[config.mk]
export PLATFORM = sky130hd
export DESIGN_NAME = stepper_period_ramp_controller_top_flat
export DESIGN_NICKNAME = d
export VERILOG_FILES = /design/src/rtl/spr_pkg.sv /design/src/rtl/spr_item_if.sv /design/src/rtl/spr_result_if.sv /design/src/rtl/spr_cfg_regs.sv /design/src/rtl/spr_step_logic.sv /design/src/rtl/stepper_period_ramp_controller_top.sv /design/src/flat_wrapper.sv
export SDC_FILE = /design/constraint.sdc
export NUM_CORES = 1
export LEC_CHECK = 0
export ABC_AREA = 1
export BUFFER_PORTS_ARGS = -buffer_cell sky130_fd_sc_hd__buf_2
export CAP_MARGIN = 10
export CORE_AREA = 2 2 187 235
export CTS_BUF_LIST = sky130_fd_sc_hd__clkbuf_4 sky130_fd_sc_hd__clkbuf_8
export CTS_CLUSTER_SIZE = 25
export DETAILED_ROUTE_END_ITERATION = 10
export DIE_AREA = 0 0 189 237
export PLACE_DENSITY = 0.91
export SYNTH_ARGS = -nofsm -noshare
export SYNTH_HDL_FRONTEND = slang
export SYNTH_SLANG_ARGS = --single-unit
[constraint.sdc]
create_clock -name clk -period 7.3 [get_ports clk]
set_input_delay 1.825 -clock clk [delete_from_list [all_inputs] [get_ports clk]]
set_output_delay 1.825 -clock clk [all_outputs]
set_load 0.005 [all_outputs]
[src/rtl/spr_pkg.sv]
`timescale 1ns / 1ps
package spr_pkg;

    localparam int unsigned DATA_W = 32;
    localparam int unsigned ADDR_W = 4;

    localparam logic [DATA_W-1:0] START_PERIOD_RST = 32'd100000;
    localparam logic [DATA_W-1:0] MIN_PERIOD_RST   = 32'd1;
    localparam logic [DATA_W-1:0] ACCEL_STEP_RST   = 32'd100;
    localparam logic [DATA_W-1:0] DECEL_STEP_RST   = 32'd100;

    typedef enum logic [1:0] {
        REG_START_PERIOD = 2'd0,
        REG_MIN_PERIOD   = 2'd1,
        REG_ACCEL_STEP   = 2'd2,
        REG_DECEL_STEP   = 2'd3
    } reg_idx_t;

    typedef enum logic [1:0] {
        CMD_TICK       = 2'd0,
        CMD_SET_TARGET = 2'd1,
        CMD_START      = 2'd2,
        CMD_STOP       = 2'd3
    } cmd_t;

    typedef enum logic [2:0] {
        MODE_STOPPED  = 3'd0,
        MODE_STOPPING = 3'd1,
        MODE_STARTING = 3'd2,
        MODE_ACCEL    = 3'd3,
        MODE_COAST    = 3'd4,
        MODE_DECEL    = 3'd5
    } mode_t;

    typedef struct packed {
        logic [DATA_W-1:0] start_period;
        logic [DATA_W-1:0] min_period;
        logic [DATA_W-1:0] accel_step;
        logic [DATA_W-1:0] decel_step;
    } cfg_t;

    typedef struct packed {
        logic [DATA_W-1:0] current_period;
        logic [DATA_W-1:0] goal_period;
        mode_t             mode;
        logic              enabled;
    } state_t;

    typedef struct packed {
        logic              period_valid;
        logic [DATA_W-1:0] step_period;
        logic [2:0]        motor_mode;
        logic              running;
    } result_t;

endpackage

[src/rtl/spr_item_if.sv]
`timescale 1ns / 1ps
interface spr_item_if;
    logic        valid;
    logic        ready;
    logic [1:0]  command;
    logic [31:0] target_period;

    modport source (output valid, output command, output target_period, input ready);
    modport sink (input valid, input command, input target_period, output ready);
endinterface

[src/rtl/spr_result_if.sv]
`timescale 1ns / 1ps
interface spr_result_if;
    logic        valid;
    logic        ready;
    logic        period_valid;
    logic [31:0] step_period;
    logic [2:0]  motor_mode;
    logic        running;

    modport source (output valid, output period_valid, output step_period,
                    output motor_mode, output running, input ready);
    modport sink (input valid, input period_valid, input step_period,
                  input motor_mode, input running, output ready);
endinterface

[src/rtl/spr_cfg_regs.sv]
`timescale 1ns / 1ps
module spr_cfg_regs
    import spr_pkg::*;
(
    input  logic              clk,
    input  logic              rst_n,
    input  logic              psel,
    input  logic              penable,
    input  logic              pwrite,
    input  logic [ADDR_W-1:0] paddr,
    input  logic [DATA_W-1:0] pwdata,
    output logic [DATA_W-1:0] prdata,
    output logic              pready,
    output cfg_t              cfg
);

    cfg_t     cfg_reg;
    logic     wr_en;
    reg_idx_t idx;

    assign pready = 1'b1;
    assign wr_en  = psel && penable && pwrite;
    assign idx    = reg_idx_t'(paddr[ADDR_W-1:2]);
    assign cfg    = cfg_reg;

    always_ff @(posedge clk or negedge rst_n)
    begin
        if (!rst_n)
        begin
            cfg_reg.start_period <= START_PERIOD_RST;
            cfg_reg.min_period   <= MIN_PERIOD_RST;
            cfg_reg.accel_step   <= ACCEL_STEP_RST;
            cfg_reg.decel_step   <= DECEL_STEP_RST;
        end
        else if (wr_en)
        begin
            case (idx)
                REG_START_PERIOD: cfg_reg.start_period <= pwdata;
                REG_MIN_PERIOD:   cfg_reg.min_period   <= pwdata;
                REG_ACCEL_STEP:   cfg_reg.accel_step   <= pwdata;
                REG_DECEL_STEP:   cfg_reg.decel_step   <= pwdata;
                default:          ;
            endcase
        end
    end

    always_comb
    begin
        case (idx)
            REG_START_PERIOD: prdata = cfg_reg.start_period;
            REG_MIN_PERIOD:   prdata = cfg_reg.min_period;
            REG_ACCEL_STEP:   prdata = cfg_reg.accel_step;
            REG_DECEL_STEP:   prdata = cfg_reg.decel_step;
            default:          prdata = '0;
        endcase
    end

endmodule

[src/rtl/spr_step_logic.sv]
`timescale 1ns / 1ps
module spr_step_logic
    import spr_pkg::*;
(
    input  cfg_t              cfg,
    input  state_t            state,
    input  cmd_t              command,
    input  logic [DATA_W-1:0] target_period,
    output state_t            state_next,
    output result_t           result
);

    logic [DATA_W-1:0] acc_diff;
    logic              acc_to_min;
    logic [DATA_W-1:0] acc_period;
    logic [DATA_W-1:0] acc_goal;
    logic [DATA_W:0]   dec_sum;
    logic [DATA_W-1:0] dec_sat;
    logic [DATA_W-1:0] dec_goal_clamp;
    logic [DATA_W-1:0] dec_period;
    logic [DATA_W-1:0] tp_clamp;
    logic              emit;
    logic [DATA_W-1:0] emit_period;
    logic [DATA_W-1:0] cur;
    logic [DATA_W-1:0] goal;

    assign cur  = state.current_period;
    assign goal = state.goal_period;

    // accelerate: subtract and clamp to min, then to goal
    always_comb
    begin
        acc_diff   = cur - cfg.accel_step;
        acc_to_min = (cur < cfg.accel_step) || (acc_diff <= cfg.min_period);
        if (acc_to_min)
            acc_period = cfg.min_period;
        else if (acc_diff <= goal)
            acc_period = goal;
        else
            acc_period = acc_diff;
        acc_goal = acc_to_min ? cfg.min_period : goal;
    end

    // decelerate: saturating add, clamp to goal, then to start
    always_comb
    begin
        dec_sum        = {1'b0, cur} + {1'b0, cfg.decel_step};
        dec_sat        = dec_sum[DATA_W] ? {DATA_W{1'b1}} : dec_sum[DATA_W-1:0];
        dec_goal_clamp = (dec_sat >= goal) ? goal : dec_sat;
        dec_period     = (dec_goal_clamp >= cfg.start_period) ? cfg.start_period
                                                              : dec_goal_clamp;
    end

    assign tp_clamp = (target_period > cfg.start_period) ? cfg.start_period : target_period;

    always_comb
    begin
        state_next  = state;
        emit        = 1'b0;
        emit_period = '0;
        case (command)
            CMD_TICK:
            begin
                if (state.enabled)
                begin
                    case (state.mode)
                        MODE_STOPPING:
                        begin
                            if (cur >= cfg.start_period)
                            begin
                                state_next.enabled = 1'b0;
                                state_next.mode    = MODE_STOPPED;
                            end
                            else
                            begin
                                state_next.current_period = dec_period;
                                emit        = 1'b1;
                                emit_period = dec_period;
                            end
                        end
                        MODE_STARTING:
                        begin
                            emit = 1'b1;
                            if (cur < cfg.start_period)
                            begin
                                state_next.mode           = MODE_ACCEL;
                                state_next.current_period = acc_period;
                                state_next.goal_period    = acc_goal;
                                emit_period               = acc_period;
                            end
                            else if (cur <= goal)
                            begin
                                state_next.mode = MODE_COAST;
                                emit_period     = cur;
                            end
                            else
                            begin
                                state_next.mode = MODE_ACCEL;
                                emit_period     = cur;
                            end
                        end
                        MODE_ACCEL:
                        begin
                            emit = 1'b1;
                            if (cur > goal)
                            begin
                                state_next.current_period = acc_period;
                                state_next.goal_period    = acc_goal;
                                emit_period               = acc_period;
                            end
                            else
                            begin
                                state_next.mode = MODE_COAST;
                                emit_period     = cur;
                            end
                        end
                        MODE_COAST:
                        begin
                            if (cur == goal)
                            begin
                                emit        = 1'b1;
                                emit_period = cur;
                            end
                        end
                        MODE_DECEL:
                        begin
                            emit = 1'b1;
                            if (cur < goal)
                            begin
                                state_next.current_period = dec_period;
                                emit_period               = dec_period;
                            end
                            else
                            begin
                                state_next.mode = MODE_COAST;
                                emit_period     = cur;
                            end
                        end
                        default: ;
                    endcase
                end
            end
            CMD_SET_TARGET:
            begin
                if (target_period == '0)
                    state_next.goal_period = cfg.start_period;
                else if (tp_clamp < cur)
                begin
                    state_next.goal_period = (tp_clamp < cfg.min_period) ? cfg.min_period
                                                                         : tp_clamp;
                    if (state.mode != MODE_STARTING && state.mode != MODE_ACCEL)
                        state_next.mode = MODE_ACCEL;
                end
                else if (tp_clamp > cur)
                begin
                    state_next.goal_period = tp_clamp;
                    state_next.mode        = MODE_DECEL;
                end
                else
                    state_next.goal_period = tp_clamp;
            end
            CMD_START:
            begin
                if (!state.enabled)
                begin
                    state_next.enabled        = 1'b1;
                    state_next.current_period = cfg.start_period;
                    state_next.mode           = MODE_STARTING;
                end
            end
            CMD_STOP:
            begin
                if (state.enabled)
                begin
                    state_next.goal_period = cfg.start_period;
                    state_next.mode        = MODE_STOPPING;
                end
            end
            default: ;
        endcase
    end

    assign result.period_valid = emit;
    assign result.step_period  = emit_period;
    assign result.motor_mode   = state_next.mode;
    assign result.running      = state_next.enabled;

endmodule

[src/rtl/stepper_period_ramp_controller_top.sv]
`timescale 1ns / 1ps
// Step-period ramp controller. Each command word is captured in an input register and applied to
// the ramp state once the output register is free or its word is being taken; its result word is
// then held in an output register. One command word is accepted every cycle while the result
// side keeps taking words; the period, goal, mode and enable registers are all updated when a
// command advances, which lets that rate hold. Registers sit at byte addresses 0x0 start period,
// 0x4 min period, 0x8 accel step, 0xC decel step; write them only while no command is in flight.
module stepper_period_ramp_controller_top
    import spr_pkg::*;
(
    input  logic              clk,
    input  logic              rst_n,
    input  logic              psel,
    input  logic              penable,
    input  logic              pwrite,
    input  logic [ADDR_W-1:0] paddr,
    input  logic [DATA_W-1:0] pwdata,
    output logic [DATA_W-1:0] prdata,
    output logic              pready,
    spr_item_if.sink          item,
    spr_result_if.source      result
);

    cfg_t              cfg;
    state_t            state_reg;
    state_t            state_next;
    result_t           res_next;
    result_t           res_reg;
    logic              res_valid_reg;
    logic              s1_valid_reg;
    logic [1:0]        s1_cmd_reg;
    logic [DATA_W-1:0] s1_tp_reg;
    logic              advance;
    logic              take_in;

    spr_cfg_regs u_cfg (
        .clk     (clk),
        .rst_n   (rst_n),
        .psel    (psel),
        .penable (penable),
        .pwrite  (pwrite),
        .paddr   (paddr),
        .pwdata  (pwdata),
        .prdata  (prdata),
        .pready  (pready),
        .cfg     (cfg)
    );

    spr_step_logic u_step (
        .cfg           (cfg),
        .state         (state_reg),
        .command       (cmd_t'(s1_cmd_reg)),
        .target_period (s1_tp_reg),
        .state_next    (state_next),
        .result        (res_next)
    );

    assign advance    = s1_valid_reg && (!res_valid_reg || result.ready);
    assign item.ready = !s1_valid_reg || advance;
    assign take_in    = item.valid && item.ready;

    always_ff @(posedge clk or negedge rst_n)
    begin
        if (!rst_n)
        begin
            s1_valid_reg  <= 1'b0;
            res_valid_reg <= 1'b0;
            state_reg.current_period <= START_PERIOD_RST;
            state_reg.goal_period    <= START_PERIOD_RST;
            state_reg.mode           <= MODE_STOPPED;
            state_reg.enabled        <= 1'b0;
        end
        else
        begin
            if (take_in)
                s1_valid_reg <= 1'b1;
            else if (advance)
                s1_valid_reg <= 1'b0;

            if (advance)
            begin
                res_valid_reg <= 1'b1;
                state_reg     <= state_next;
            end
            else if (result.ready)
                res_valid_reg <= 1'b0;
        end
    end

    always_ff @(posedge clk)
    begin
        if (take_in)
        begin
            s1_cmd_reg <= item.command;
            s1_tp_reg  <= item.target_period;
        end
        if (advance)
            res_reg <= res_next;
    end

    assign result.valid        = res_valid_reg;
    assign result.period_valid = res_reg.period_valid;
    assign result.step_period  = res_reg.step_period;
    assign result.motor_mode   = res_reg.motor_mode;
    assign result.running      = res_reg.running;

endmodule
[src/flat_wrapper.sv]
// flat-port wrapper written by rule: the top's interface ports become plain ports
module stepper_period_ramp_controller_top_flat import spr_pkg::*;
  (clk, rst_n, psel, penable, pwrite, paddr, pwdata, prdata, pready, item_valid, item_command, item_target_period, item_ready, result_valid, result_period_valid, result_step_period, result_motor_mode, result_running, result_ready);
  spr_item_if item_i ();
  spr_result_if result_i ();
  input  logic clk;
  input  logic rst_n;
  input  logic psel;
  input  logic penable;
  input  logic pwrite;
  input  logic [ADDR_W-1:0] paddr;
  input  logic [DATA_W-1:0] pwdata;
  output logic [DATA_W-1:0] prdata;
  output logic pready;
  input wire logic [$bits(item_i.valid)-1:0] item_valid;
  input wire logic [$bits(item_i.command)-1:0] item_command;
  input wire logic [$bits(item_i.target_period)-1:0] item_target_period;
  output wire logic [$bits(item_i.ready)-1:0] item_ready;
  output wire logic [$bits(result_i.valid)-1:0] result_valid;
  output wire logic [$bits(result_i.period_valid)-1:0] result_period_valid;
  output wire logic [$bits(result_i.step_period)-1:0] result_step_period;
  output wire logic [$bits(result_i.motor_mode)-1:0] result_motor_mode;
  output wire logic [$bits(result_i.running)-1:0] result_running;
  input wire logic [$bits(result_i.ready)-1:0] result_ready;
  assign item_i.valid = item_valid;
  assign item_i.command = item_command;
  assign item_i.target_period = item_target_period;
  assign item_ready = item_i.ready;
  assign result_valid = result_i.valid;
  assign result_period_valid = result_i.period_valid;
  assign result_step_period = result_i.step_period;
  assign result_motor_mode = result_i.motor_mode;
  assign result_running = result_i.running;
  assign result_i.ready = result_ready;
  stepper_period_ramp_controller_top u_core (.clk(clk), .rst_n(rst_n), .psel(psel), .penable(penable), .pwrite(pwrite), .paddr(paddr), .pwdata(pwdata), .prdata(prdata), .pready(pready), .item(item_i), .result(result_i));
endmodule
==> out/results.tsv, run 1 <==
stage	metric	value	unit
clocking	clk_root_buffer_cell	clkbuf_8	
routing	drc	0	
synth	synth_ff_type	dfrtp_1	
place	dp_hpwl	75680	um
outcome	status	completed	
routing	routed_wl	98600	um
global_routing	grt_max_degree	93	
synth	yosysTopAreaCellShare	0.1659	
sta	setup_viol	0	
sta	finalHoldViolations	0	
routing	vias	29210	
worst_setup_path	worstPathArrival	7.51	ns
worst_setup_path	path_max_fanout	26	
place	place_area	28330	um^2
layout	drive_above_1_share	0.1287	
place	gp_congestion	1.042	
clocking	path_clk_slew	0.06	ns
synth	ys_ff_latch	269	
worst_setup_path	crit_required	7.69	ns
place	numPortBuffers	145	
routing	drt_iter0_drc	3803	
layout	syn2layout_area_growth	11.51	%
global_routing	grt_pass1_wl	149000	um
die	dieHeight	237	um
layout	fin_area	29520	um^2
die	dieArea	44790	um^2
synth	synth_cells	3790	
sta	final_max_slew_viol_count	0	
sta	worst_pin_slew	1.353	ns
synth	yosysWarningCount	0	
die	die_w	189	um
synth	yosysTopAreaCell	ha_1	
die	core_region_area	42650	um^2
clocking	cts_max_level	2	
clocking	cts_buffer_depth	3	
synth	synth.distinct_cells	65	
sta	max_slew_margin	0.09689	
routing	wl_per_cell	21.51	um
routing	first_pass_iters	7	
die	ios	149	
global_routing	track_usage	0.4321	
sta	clock_skew	0.05643	ns
synth	synthTopCellsByArea	ha_1 17%, dfrtp_1 16%, nand2_1 13%	
worst_setup_path	startpoint_type	flip-flop	
clocking	numCtsBuffers	46	
layout	fin_nets	4411	
routing	post_drt_via_cell_ratio	6.372	
synth	syn_avg_cell_area	6.985	um^2
synth	synth_edf_count	71	
layout	fill_cells	3698	
job	drv_cap	0	
global_routing	grt_pass1_vias	27140	
synth	ys_async_sr_fraction	0.7361	
sta	period_share	0.9751	
worst_setup_path	setup.worst_path.end_class	flip-flop	
clocking	cts_tree	built	
worst_setup_path	crit_path_frequent_cell	nand2_1	
worst_setup_path	slowest_stage	dfrtp_1	
global_routing	antenna_found_initial	1	
die	start_util	0.6208	
clocking	clock_sinks	269	
synth	yosysSeqAreaShare	0.2689	
synth	synth_nets	4220	
min_path	hp-class	reg2reg	
sta	fmax	140.5	MHz
routing	drtAntennaViolNets	0	
worst_setup_path	crit_type	reg2reg	
layout	largest_reg_flops	128	
global_routing	grt-ovfl-total	0	
synth	netlist_area	26470	um^2
die	fp-row-count	85	
synth	synth_commonest_cells	938 x nand2_1, 396 x inv_1, 386 x a21oi_1	
clocking	clock_latency	0.68	ns
sta	min_period	7.118	ns
synth	yosysMostFrequentCell	nand2_1	
worst_setup_path	max_stage_delay	0.44	ns
==> critical path: cells and delay by family (launching register included) <==
family | cells | cell delay (ns)
DFF | 1 | 0.44
and+or+nand+nor | 17 | 1.73
adders and majority gates | 4 | 1.28
buffers and inverters | 6 | 0.86
AOI/OAI and AO/OA | 15 | 2.51
==> logic make-up (layout without fill, tap and decap cells) <==
group / after synthesis / count (layout) / synth area share
fa+ha+maj: 353 / 353 / 0.1674
xor+xnor: 45 / 45 / 0.01489
simple gates: 1576 / 1576 / 0.2472
compound gates: 985 / 985 / 0.2171
flops: 269 / 269 / 0.2689
buf+inv: 561 / 788 / 0.08446
other cells: 1 / 3 / 0.0001416
==> timing repair <==
action                                  4_1_cts  5_1_grt
hold buffers                                  0        0
buffers inserted                              0        8
endpoints found under the setup margin        0       64
gates resized for setup                       0       22
endpoints found under the hold margin         0        0
==> cell type report <==
cell class / count / area, um^2 / area share
timing repair inverter: 1 / 7.507 / 0.0002543
timing repair buffer: 289 / 1887 / 0.06391
clock buffer: 65 / 813.3 / 0.02755
multi-input combinational: 2960 / 17240 / 0.5840
tap: 565 / 706.9 / 0.02395
antenna: 2 / 5.005 / 0.0001695
inverter: 414 / 1558 / 0.05277
sequential: 269 / 7118 / 0.2411
clock inverter: 19 / 186.4 / 0.006315
==> worst paths after layout <==
| check | depth (start not counted) | slack, ns | end | start |
|---|---|---|---|---|
| min reg2reg | 2 | 0.55 | u_core.result.valid | u_core.result.valid |
| max reg2reg | 42 | 0.18 | u_core.result.step_period[28] | u_core.u_cfg.cfg[0] |
| max in group asynchronous | 2 | 4.68 | u_core.u_cfg.cfg[62] | rst_n |
| min in group asynchronous | 1 | 1.24 | u_core.state_reg[6] | rst_n |
| min | 2 | 0.55 | u_core.result.valid | u_core.result.valid |
| max | 42 | 0.18 | u_core.result.step_period[28] | u_core.u_cfg.cfg[0] |
==> cells in the final DEF (no fill, tap or decap), types with 13 or more instances in the layout <==
cell | synthesis | final
dfstp_2 | 25 | 25
nand4_1 | 38 | 38
o21ai_0 | 251 | 247
nor3_1 | 42 | 38
a31oi_1 | 14 | 14
o21bai_1 | 13 | 13
o2111ai_1 | 57 | 55
nand3_1 | 168 | 168
buf_4 | 7 | 138
nand2_1 | 938 | 937
o22ai_1 | 43 | 43
dfrtp_1 | 173 | 173
o21ai_2 | 32 | 34
nand2_2 | 17 | 18
nor4_1 | 14 | 14
ha_1 | 351 | 350
o21ai_1 | 69 | 70
clkbuf_4 | 0 | 13
nor2_1 | 312 | 305
edfxtp_1 | 71 | 71
clkbuf_8 | 0 | 53
o211ai_1 | 19 | 19
a22oi_1 | 36 | 36
a21oi_1 | 386 | 385
clkinv_1 | 10 | 13
xor2_1 | 35 | 35
buf_2 | 29 | 144
inv_1 | 396 | 395
==> layer usage <==
metal | wire [um] | vias up | global-route usage
met3 | 15140 | 367 | 0.1063
met4 | 5097 | 0 | 0.2036
li1 | - | 13360 | -
met2 | 40850 | 2203 | 0.6360
met1 | 37510 | 13280 | 0.5947
met5 | 0 | - | 0
==> through the flow <==
step	hold slack [ns]	util	setup WS [ns]	std cells	setup TNS (ns)
3_3_place_gp	0.5027	0.6643	0.2137	4488	0
5_1_grt	0.5730	0.6922	-0.02791	4583	-0.07525
4_1_cts	0.5554	0.6878	0.05784	4572	0
6_report	0.5470	0.6922	0.1815	4584	0
3_5_place_dp	0.5124	0.6643	0.1245	4488	0
2_1_floorplan	0.4836	-	1.174	3790	0
Power of run 1 is not shown: default switching activity piles up to over one toggle a cycle in this logic, so the estimate is an artifact.
==> run 2: changes to the inputs <==
- RECOVER_POWER: unset -> 100
==> out/results.tsv, run 2 (synthesized netlist as in run 1, its figures left out) <==
stage	metric	value	unit
outcome	status	complete, but fails checks	
worst_setup_path	reg2regPathDepth	42	
clocking	numCtsBuffers	46	
global_routing	grt_pass1_wl	149000	um
clocking	cts_max_level	2	
sta	min_period	7.080	ns
sta	worst_pin_slew	5.426	ns
layout	fill_cells	3731	
worst_setup_path	path_max_fanout	26	
layout	final_cell_mix	938 x nand2_1, 395 x inv_1, 385 x a21oi_1, 350 x ha_1, 306 x nor2_1	
global_routing	grt_pass1_vias	27140	
worst_setup_path	r2r_setup_slack	0.22	ns
routing	post_drt_via_cell_ratio	6.360	
sta	fmax	141.2	MHz
global_routing	antenna_found_initial	1	
place	numPortBuffers	145	
clocking	cts_buffer_depth	3	
sta	final_max_slew_viol_count	467	
layout	largest_reg_flops	128	
sta	period_share	0.9699	
global_routing	grt-ovfl-total	0	
worst_setup_path	setup.worst_path.end_class	flip-flop	
routing	routed.top_layer	met4	
layout	multi_input_area	17220	um^2
routing	vias	29160	
place	gp_congestion	1.042	
worst_setup_path	reg2reg_to	u_core.result.step_period[28]	
sta	fin_ws	0.2197	ns
die	core_region_area	42650	um^2
worst_setup_path	slowest_stage	dfrtp_1	
job	drv_cap	9	
routing	met3_length	15130	um
die	start_util	0.6208	
die	dieHeight	237	um
worst_setup_path	crit_path_frequent_cell	nand2_1	
place	dp.cells	4488	
layout	final_common_cell	nand2_1	
layout	syn2layout_area_growth	11.08	%
worst_setup_path	cp_top_family	compound AO/OA/AOI/OAI gates	
layout	final_cells	4584	
worst_setup_path	worstPathArrival	7.48	ns
routing	drt_iter0_drc	3918	
clocking	clock_latency	0.68	ns
die	fp-row-count	85	
sta	setup_viol	0	
worst_setup_path	cp_num_buf_inv	6	
routing	drc	0	
layout	drive_above_1_share	0.1160	
die	dieArea	44790	um^2
worst_setup_path	timing.rr.start	u_core.u_cfg.cfg[0]	
worst_setup_path	crit_cells	42	
routing	first_pass_iters	6	
layout	final_util	0.6896	
sta	max_slew_margin	-2.617	
routing	wl_met1	37590	um
layout	fin_nets	4411	
worst_setup_path	crit_type	reg2reg	
clocking	clk_root_buffer_cell	clkbuf_8	
global_routing	track_usage	0.4321	
worst_setup_path	max_stage_delay	0.44	ns
die	die_w	189	um
clocking	cts_tree	built	
min_path	hp-class	reg2reg	
routing	wl_met2	40770	um
clocking	hold_buffers	0	
die	ios	149	
worst_setup_path	crit_path_end	u_core.result.step_period[28]	
sta	finalHoldViolations	0	
sta	clock_skew	0.05109	ns
clocking	clock_sinks	269	
worst_setup_path	crit_start	u_core.u_cfg.cfg[0]	
worst_setup_path	crit_required	7.70	ns
outcome	violations	capacitance limit, slew limit	
routing	routed_wl	98710	um
place	post-place-ws	0.1245	ns
clocking	path_clk_slew	0.06	ns
routing	drtAntennaViolNets	0	
layout	regArea	7118	um^2
worst_setup_path	startpoint_type	flip-flop	
global_routing	grt_max_degree	93	
place	dp_hpwl	75680	um
routing	wl_per_cell	21.53	um
==> run 2: changes by cell type in the layout (fill, tap and decap cells not counted), moves of 2 or more <==
cell      before  now
nor3_1        38   40
clkbuf_1       0   47
nor3_2         4    2
buf_2        144  105
clkbuf_2       0    5
buf_4        138  125
==> run 2: worst min path at each step <==
stage,end,slack (ns),cells past startpoint,startpoint
after floorplan,u_core.result.valid,0.48,2,u_core.s1_valid_reg
after global placement,u_core.result.valid,0.50,2,u_core.result.valid
after detailed placement,u_core.u_cfg.cfg[38],0.51,2,u_core.u_cfg.cfg[38]
after CTS,u_core.u_cfg.cfg[6],0.56,2,u_core.u_cfg.cfg[6]
after global routing,u_core.u_cfg.cfg[2],0.57,2,u_core.u_cfg.cfg[2]
final,u_core.result.valid,0.55,2,u_core.result.valid
==> run 2: through the flow <==
step                      hold WS, ns  setup TNS, ns  area (um^2)
after CTS                      0.5554              0        29330
after floorplan                0.4836              0        26470
after global placement         0.5027              0        28330
after global routing           0.5730       -0.07622        29410
after detailed placement       0.5124              0        28330
final                          0.5457              0        29410
==> run 2: area by class of cell <==
type	instances	share of cell area
well taps	565	0.02404
diodes	2	0.0001702
clock buffers	65	0.02765
inverters	414	0.05297
clock inverters	19	0.006339
flip-flops and latches	269	0.2420
multi-input cells	2960	0.5857
repair inverters	1	0.0002553
repair buffers	289	0.06084
==> run 2: per-layer routing <==
metal	global-route usage	vias to the layer above
li1	-	13370
met5	0	-
met1	0.5947	13260
met2	0.6360	2156
met3	0.1063	378
met4	0.2036	0
==> run 2: repair_timing <==
action / in CTS / in global routing
hold endpoints to repair: 0 / 0
setup endpoints to repair: 0 / 64
setup buffers: 0 / 8
resized for setup: 0 / 22
==> run 2: tightest hold or removal path: stages, from the launching register on <==
cell,delay (ns)
dfrtp_1,0.36
nand2_1,0.08
nand2_1,0.07
Power of run 2 is left out for the same reason.
